--- config.mk ---
export PLATFORM = sky130hd
export DESIGN_NAME = met_ctrl
export DESIGN_NICKNAME = d
export VERILOG_FILES = /design/src/rtl/met_pkg.sv /design/src/rtl/met_ctrl.sv
export SDC_FILE = /design/constraint.sdc
export NUM_CORES = 1
export LEC_CHECK = 0
export ABC_CLOCK_PERIOD_IN_PS = 3490
export BUFFER_PORTS_ARGS = -buffer_cell sky130_fd_sc_hd__buf_2
export CORE_MARGIN = 2
export CORE_UTILIZATION = 56
export DETAILED_ROUTE_END_ITERATION = 16
export GPL_TIMING_DRIVEN = 0
export PLACE_DENSITY = 0.83
export SYNTH_ARGS = -nofsm -noshare
export SYNTH_HDL_FRONTEND = slang
export SYNTH_SLANG_ARGS = --single-unit
--- constraint.sdc ---
create_clock -name clock -period 3.49 [get_ports clock]
set_input_delay 0.698 -clock clock [delete_from_list [all_inputs] [get_ports clock]]
set_output_delay 0.698 -clock clock [all_outputs]
set_load 0.02 [all_outputs]
--- src/rtl/met_pkg.sv ---
// shared types, widths and register codes for the matrix exponential block
// no dependencies; imported by the controller, the datapath and the top level
package met_pkg;

   localparam int DATA_W      = 32;
   localparam int DIM_CFG_W   = 4;
   localparam int TERMS_CFG_W = 6;
   localparam int CSR_IDX_W   = 2;
   localparam int CSR_DATA_W  = 8;

   localparam logic [CSR_IDX_W-1:0] REG_DIM   = 2'd0;
   localparam logic [CSR_IDX_W-1:0] REG_TERMS = 2'd1;

   typedef struct packed {
      logic load_we;
      logic clr_sat;
      logic init_wr;
      logic diag;
      logic one_term;
      logic acc_clr;
      logic mul;
      logic acc;
      logic div_start;
      logic div_step;
      logic upd_wr;
      logic out_load;
      logic out_last;
   } met_cmd_type;

   typedef struct packed {
      logic rsp_taken;
   } met_status_type;

   // saturate to 32 bits, flag in the top bit
   function automatic logic [DATA_W:0] sat32(input logic signed [63:0] v);
      logic [DATA_W:0] r;
      if (v > 64'sd2147483647) begin
         r = {1'b1, 32'h7FFF_FFFF};
      end else if (v < -64'sd2147483648) begin
         r = {1'b1, 32'h8000_0000};
      end else begin
         r = {1'b0, v[DATA_W-1:0]};
      end
      return r;
   endfunction

endpackage

--- src/rtl/met_ctrl.sv ---
// sequencer for the matrix exponential block: configuration, counters and states
// depends on met_pkg; drives the datapath by command and address signals
module met_ctrl #(
   parameter int MAX_DIM   = 8,
   parameter int MAX_TERMS = 32,
   localparam int IDX_W    = (MAX_DIM > 1) ? $clog2(MAX_DIM) : 1,
   localparam int CELLS    = MAX_DIM * MAX_DIM,
   localparam int ADDR_W   = (CELLS > 1) ? $clog2(CELLS) : 1,
   localparam int KW       = $clog2(MAX_TERMS + 1)
) (
   input  logic                              clock,
   input  logic                              reset,
   input  logic                              req_tvalid,
   output logic                              req_tready,
   input  logic                              csr_valid,
   output logic                              csr_ready,
   input  logic [met_pkg::CSR_IDX_W-1:0]     csr_index,
   input  logic [met_pkg::CSR_DATA_W-1:0]    csr_data,
   input  met_pkg::met_status_type           status,
   output met_pkg::met_cmd_type              cmd,
   output logic [ADDR_W-1:0]                 load_addr,
   output logic [ADDR_W-1:0]                 cell_addr,
   output logic [ADDR_W-1:0]                 src_raddr,
   output logic [ADDR_W-1:0]                 trm_raddr,
   output logic                              trm_rbank,
   output logic                              trm_wbank,
   output logic [KW-1:0]                     k_value
);
   import met_pkg::*;

   localparam int DIM_W = $clog2(MAX_DIM + 1);
   localparam int DC_W  = $clog2(DATA_W);

   typedef enum logic [12:0] {
      ST_LOAD      = 13'h0001,
      ST_INIT_RD   = 13'h0002,
      ST_INIT_WR   = 13'h0004,
      ST_MAC_RD    = 13'h0008,
      ST_MAC_MUL   = 13'h0010,
      ST_MAC_ACC   = 13'h0020,
      ST_DIV_START = 13'h0040,
      ST_DIV       = 13'h0080,
      ST_UPD_RD    = 13'h0100,
      ST_UPD_WR    = 13'h0200,
      ST_OUT_RD    = 13'h0400,
      ST_OUT_LOAD  = 13'h0800,
      ST_OUT_WAIT  = 13'h1000
   } state_type;

   state_type state_ff, state_in;
   logic [DIM_CFG_W-1:0]   dim_ff, dim_in;
   logic [TERMS_CFG_W-1:0] terms_ff, terms_in;
   logic [IDX_W-1:0] i_ff, i_in, j_ff, j_in, m_ff, m_in, li_ff, li_in, lj_ff, lj_in;
   logic [KW-1:0]    k_ff, k_in;
   logic [DC_W-1:0]  dcnt_ff, dcnt_in;
   logic             bank_ff, bank_in;
   logic [DIM_W-1:0] n_eff;
   logic [KW-1:0]    t_eff;
   logic [IDX_W-1:0] nm1;
   logic             cell_end, load_end, csr_we;

   function automatic logic [ADDR_W-1:0] cell_idx(input logic [IDX_W-1:0] r,
                                                  input logic [IDX_W-1:0] c);
      return ADDR_W'(int'(r) * MAX_DIM + int'(c));
   endfunction

   always_comb begin
      if (dim_ff == '0) begin
         n_eff = DIM_W'(1);
      end else if (int'(dim_ff) > MAX_DIM) begin
         n_eff = DIM_W'(MAX_DIM);
      end else begin
         n_eff = DIM_W'(dim_ff);
      end
      if (terms_ff == '0) begin
         t_eff = KW'(1);
      end else if (int'(terms_ff) > MAX_TERMS) begin
         t_eff = KW'(MAX_TERMS);
      end else begin
         t_eff = KW'(terms_ff);
      end
   end

   assign nm1       = IDX_W'(n_eff - DIM_W'(1));
   assign cell_end  = (i_ff == nm1) && (j_ff == nm1);
   assign load_end  = (li_ff == nm1) && (lj_ff == nm1);
   assign csr_ready = 1'b1;
   assign csr_we    = csr_valid && csr_ready;
   assign req_tready = (state_ff == ST_LOAD);

   assign load_addr = cell_idx(li_ff, lj_ff);
   assign cell_addr = cell_idx(i_ff, j_ff);
   assign src_raddr = (state_ff == ST_MAC_RD) ? cell_idx(m_ff, j_ff) : cell_idx(i_ff, j_ff);
   assign trm_raddr = cell_idx(i_ff, m_ff);
   assign trm_rbank = bank_ff;
   assign trm_wbank = (state_ff == ST_INIT_WR) ? 1'b0 : ~bank_ff;
   assign k_value   = k_ff;

   always_comb begin
      state_in = state_ff;
      dim_in   = dim_ff;
      terms_in = terms_ff;
      i_in     = i_ff;
      j_in     = j_ff;
      m_in     = m_ff;
      li_in    = li_ff;
      lj_in    = lj_ff;
      k_in     = k_ff;
      dcnt_in  = dcnt_ff;
      bank_in  = bank_ff;
      cmd      = '0;
      cmd.diag     = (i_ff == j_ff);
      cmd.one_term = (t_eff == KW'(1));
      cmd.out_last = cell_end;

      case (state_ff)
         ST_LOAD: begin
            if (req_tvalid) begin
               cmd.load_we = 1'b1;
               if (load_end) begin
                  li_in       = '0;
                  lj_in       = '0;
                  i_in        = '0;
                  j_in        = '0;
                  cmd.clr_sat = 1'b1;
                  state_in    = ST_INIT_RD;
               end else if (lj_ff == nm1) begin
                  lj_in = '0;
                  li_in = li_ff + 1'b1;
               end else begin
                  lj_in = lj_ff + 1'b1;
               end
            end
         end
         ST_INIT_RD: state_in = ST_INIT_WR;
         ST_INIT_WR: begin
            cmd.init_wr = 1'b1;
            state_in    = ST_INIT_RD;
            if (cell_end) begin
               i_in    = '0;
               j_in    = '0;
               m_in    = '0;
               bank_in = 1'b0;
               k_in    = KW'(2);
               state_in = (t_eff <= KW'(2)) ? ST_OUT_RD : ST_MAC_RD;
            end else if (j_ff == nm1) begin
               j_in = '0;
               i_in = i_ff + 1'b1;
            end else begin
               j_in = j_ff + 1'b1;
            end
         end
         ST_MAC_RD: begin
            cmd.acc_clr = (m_ff == '0);
            state_in    = ST_MAC_MUL;
         end
         ST_MAC_MUL: begin
            cmd.mul  = 1'b1;
            state_in = ST_MAC_ACC;
         end
         ST_MAC_ACC: begin
            cmd.acc = 1'b1;
            if (m_ff == nm1) begin
               m_in     = '0;
               state_in = ST_DIV_START;
            end else begin
               m_in     = m_ff + 1'b1;
               state_in = ST_MAC_RD;
            end
         end
         ST_DIV_START: begin
            cmd.div_start = 1'b1;
            dcnt_in       = '0;
            state_in      = ST_DIV;
         end
         ST_DIV: begin
            cmd.div_step = 1'b1;
            dcnt_in      = dcnt_ff + 1'b1;
            if (dcnt_ff == DC_W'(DATA_W - 1)) begin
               state_in = ST_UPD_RD;
            end
         end
         ST_UPD_RD: state_in = ST_UPD_WR;
         ST_UPD_WR: begin
            cmd.upd_wr = 1'b1;
            state_in   = ST_MAC_RD;
            if (cell_end) begin
               i_in    = '0;
               j_in    = '0;
               bank_in = ~bank_ff;
               if (k_ff + KW'(1) == t_eff) begin
                  state_in = ST_OUT_RD;
               end else begin
                  k_in = k_ff + KW'(1);
               end
            end else if (j_ff == nm1) begin
               j_in = '0;
               i_in = i_ff + 1'b1;
            end else begin
               j_in = j_ff + 1'b1;
            end
         end
         ST_OUT_RD: state_in = ST_OUT_LOAD;
         ST_OUT_LOAD: begin
            cmd.out_load = 1'b1;
            state_in     = ST_OUT_WAIT;
         end
         ST_OUT_WAIT: begin
            if (status.rsp_taken) begin
               state_in = ST_OUT_RD;
               if (cell_end) begin
                  i_in     = '0;
                  j_in     = '0;
                  state_in = ST_LOAD;
               end else if (j_ff == nm1) begin
                  j_in = '0;
                  i_in = i_ff + 1'b1;
               end else begin
                  j_in = j_ff + 1'b1;
               end
            end
         end
         default: state_in = ST_LOAD;
      endcase

      if (csr_we) begin
         if (csr_index == REG_DIM) begin
            dim_in = csr_data[DIM_CFG_W-1:0];
            li_in  = '0;
            lj_in  = '0;
         end else if (csr_index == REG_TERMS) begin
            terms_in = csr_data[TERMS_CFG_W-1:0];
            li_in    = '0;
            lj_in    = '0;
         end
      end
   end

   always_ff @(posedge clock) begin
      if (reset) begin
         state_ff <= ST_LOAD;
         dim_ff   <= DIM_CFG_W'(8);
         terms_ff <= TERMS_CFG_W'(8);
         i_ff     <= '0;
         j_ff     <= '0;
         m_ff     <= '0;
         li_ff    <= '0;
         lj_ff    <= '0;
         k_ff     <= '0;
         dcnt_ff  <= '0;
         bank_ff  <= 1'b0;
      end else begin
         state_ff <= state_in;
         dim_ff   <= dim_in;
         terms_ff <= terms_in;
         i_ff     <= i_in;
         j_ff     <= j_in;
         m_ff     <= m_in;
         li_ff    <= li_in;
         lj_ff    <= lj_in;
         k_ff     <= k_in;
         dcnt_ff  <= dcnt_in;
         bank_ff  <= bank_in;
      end
   end

endmodule

==> flow_summary.ini <==
[run_status]
status = completed

[grt]
grt_pass1_vias = 2920
grt_max_degree = 15
antenna_found_initial = 0
overflow = 0
grt_pass1_wl_um = 13400
grtUsageTotal_pct = 25.5

[clock_tree]
hold_buffers = 0
cts_tree = done
root_buffer = clkbuf_8
clock_sinks = 50
ctsHtreeMaxLevel = 2
clkSlewWorstSetupHoldPaths_ns = 0.10
cts_made_buffers = 5
clk_latency_ns = 0.30
cts_max_path_buffers = 2

[place]
gp_congestion = 0.923
dpl.hpwl_um = 6340
port_buffers = 57
dp_worst_setup_slack_ns = 0.171

[detailed_routing]
drt-wirelength-per-cell_um = 15.3
drt-pass1-iter-count = 7
via_per_inst = 6.06
dr_total_vias = 3349
totalWireLength_um = 8480
ant_nets = 0
drcViolationCount = 0
drtIter0Drc = 286

[logic_synthesis]
yosys.area_share.adder_pct = 3.70
synth_area_per_cell_sq_um = 8.19
synth_cell_types = 65
ys_seq_area_share_pct = 29.6
synthMuxAreaShare_pct = 2.11
synth_nets = 438
synth_enable_flop_cells = 0
synth_compound_area_share_pct = 16.6
ys_seq_elements = 50
synth_top_family_by_area = simple AND/OR/NAND/NOR gates
netlist_area_sq_um = 3380
ys_warn_count = 0
synth_top_area_cell = dfxtp_1
yosysTopAreaCellShare_pct = 29.6
synth_simple_gate_area_share_pct = 32.1
synth.area.top_cells = dfxtp_1 30%, a21oi_1 4.9%, xor2_1 4.1%
syn_inst = 413
synth_xor_area_share_pct = 9.58
synth_top_flop_cell = dfxtp_1
async_reset_ff_share_pct = 0

[floorplanning]
initial_core_util_pct = 57.5
dieArea_sq_um = 6680
coreArea_sq_um = 5890
die_w_um = 81.7
rows = 28
fp.dieH_um = 81.7
io_pins = 62

[critical_path]
rrSetupSlack_ns = 0.62
critical-path-top-delay-family = simple AND/OR/NAND/NOR gates
cp-start-kind = flip-flop
cpMaxStageDelayCell = or4_1
required_ns = 2.79
crit_chain = clkbuf_1 -> or4_1 -> or3_4 -> nor2_1 -> nand3_1 -> mux2_2 -> buf_2
critPathKind = flip-flop to primary output
slowest_delay_ns = 0.53
cp_max_fo = 8
crit_buf_inv = 2
cp_data_arrival_time_ns = 2.64
end_kind = primary output

[power]
power.static_leakage_uw = 0.00174
total_power_uw = 1080
ir_worst_vdd_mv = 0.255
power.density_nw_per_um2 = 279

[layout]
regArea_sq_um = 1000
final_cell_mix = 61 x buf_2, 50 x dfxtp_1, 36 x nor2_1
multi_input_area_sq_um = 2180
nFillCells = 541
final_common_cell = buf_2
num-nets-final = 502
utilization_pct = 65.7
n_antenna_cell = 0
drive_gt1_share_pct = 21.1
syn_to_final_growth_pct = 14.3

[sta]
relSlewSlack_pct = 47.6
fin_crit_sh_pct = 95.7
timing.final.ws_setup_ns = 0.150
drv_slew = 0
worst_pin_slew_ns = 0.787
final_hold_viol_count = 0
clock.fmax_ghz = 0.299
hold_ws_ns = 0.481
timing.final.crit_period_ns = 3.34
final.setup_skew_ns = 0.00695
setup_viol = 0

[min_path]
hold_class = flip-flop to flip-flop

[run]
cap_violations = 0
## final cells by class
type,count,share of cell area [%]
Tap cell,75,2.43
Buffer,31,3.95
Clock buffer,7,2.23
Inverter,14,1.36
Multi-Input combinational cell,317,56.5
Sequential cell,50,25.9
Timing Repair Buffer,58,7.57
Clock inverter,1,0.129
## flip-flops by register name, indices dropped and copies added (netlist names)
| signal | flops |
|---|---|
| dim_ff | 4 |
| m_ff | 3 |
| state_ff | 13 |
| lj_ff | 3 |
| j_ff | 3 |
| li_ff | 3 |
| dcnt_ff | 5 |
| terms_ff | 6 |
| k_value | 6 |
| i_ff | 3 |
| trm_rbank | 1 |
## cell usage after synthesis (2+ instances only)
| cell | instances |
|---|---|
| a22oi_1 | 5 |
| nand2b_1 | 7 |
| a21oi_1 | 33 |
| xnor3_1 | 4 |
| nor3_1 | 12 |
| nor4_1 | 8 |
| or2_2 | 2 |
| nand3_1 | 13 |
| and4_1 | 2 |
| xor2_1 | 16 |
| or4_1 | 12 |
| o41ai_1 | 2 |
| ha_1 | 10 |
| a31oi_1 | 4 |
| nand4b_1 | 5 |
| buf_4 | 8 |
| or3_1 | 3 |
| nor2_1 | 37 |
| nor4_2 | 3 |
| mux2i_1 | 6 |
| and3_1 | 8 |
| o21ai_0 | 18 |
| nand4_1 | 5 |
| clkbuf_1 | 19 |
| a211o_1 | 2 |
| o21a_1 | 2 |
| a211oi_1 | 2 |
| xnor2_1 | 8 |
| or4_4 | 3 |
| o221a_2 | 2 |
| inv_1 | 13 |
| nand2_1 | 33 |
| nand3b_1 | 3 |
| o31ai_1 | 6 |
| nor3b_1 | 6 |
| buf_2 | 4 |
| o211ai_1 | 2 |
| dfxtp_1 | 50 |
| nor2b_1 | 8 |
| o21ba_2 | 2 |
## final timing paths
check | from | to | cells past startpoint
max | state_ff[5] | src_raddr[5] | 7
min | dcnt_ff[3] | dcnt_ff[3] | 2
max reg2reg | dim_ff[1] | i_ff[1] | 9
min reg2reg | dcnt_ff[3] | dcnt_ff[3] | 2
## worst min-delay path: cells and delay by family, from the launching register on
| kind | cells | cell delay [ns] |
|---|---|---|
| AND/OR/NAND/NOR | 1 | 0.06 |
| flip-flops | 1 | 0.33 |
| AO/OA/AOI/OAI | 1 | 0.05 |
## cell families after synthesis
logic type               after synthesis
multiplexers                           7
XOR/XNOR                              29
adder cells (fa/ha/maj)               10
buffers and inverters                 46
AND/OR/NAND/NOR                      184
other                                  1
AO/OA/AOI/OAI                         86
flip-flops                            50
## stage by stage
step / setup TNS, ns / area (sq um) / cells
after floorplan: 0 / 3380 / 413
after global placement: 0 / 3760 / 545
after detailed placement: 0 / 3760 / 545
after CTS: 0 / 3860 / 553
after global routing: -0.00370 / 3870 / 553
final: 0 / 3870 / 553
## what timing repair did
| item | 4_1_cts | 5_1_grt |
|---|---|---|
| setup buffers | 1 | 0 |
| setup endpoints to repair | 1 | 1 |
| pin swaps | 1 | 0 |
| resized for setup | 0 | 3 |
## power breakdown
part	switching [uW]	internal, uW	total (uW)
Sequential	8.32	579	587
Clock	199	161	359
Combinational	81.4	50.5	132
Total	288	790	1080
## layer usage
metal	GRT usage, %	part of all wire (%)
met5	0	0
met4	6.83	1.9
met3	3.85	6.7
met2	43.2	47
met1	33.8	45
Note: power is estimated with default switching activity, not from simulation.
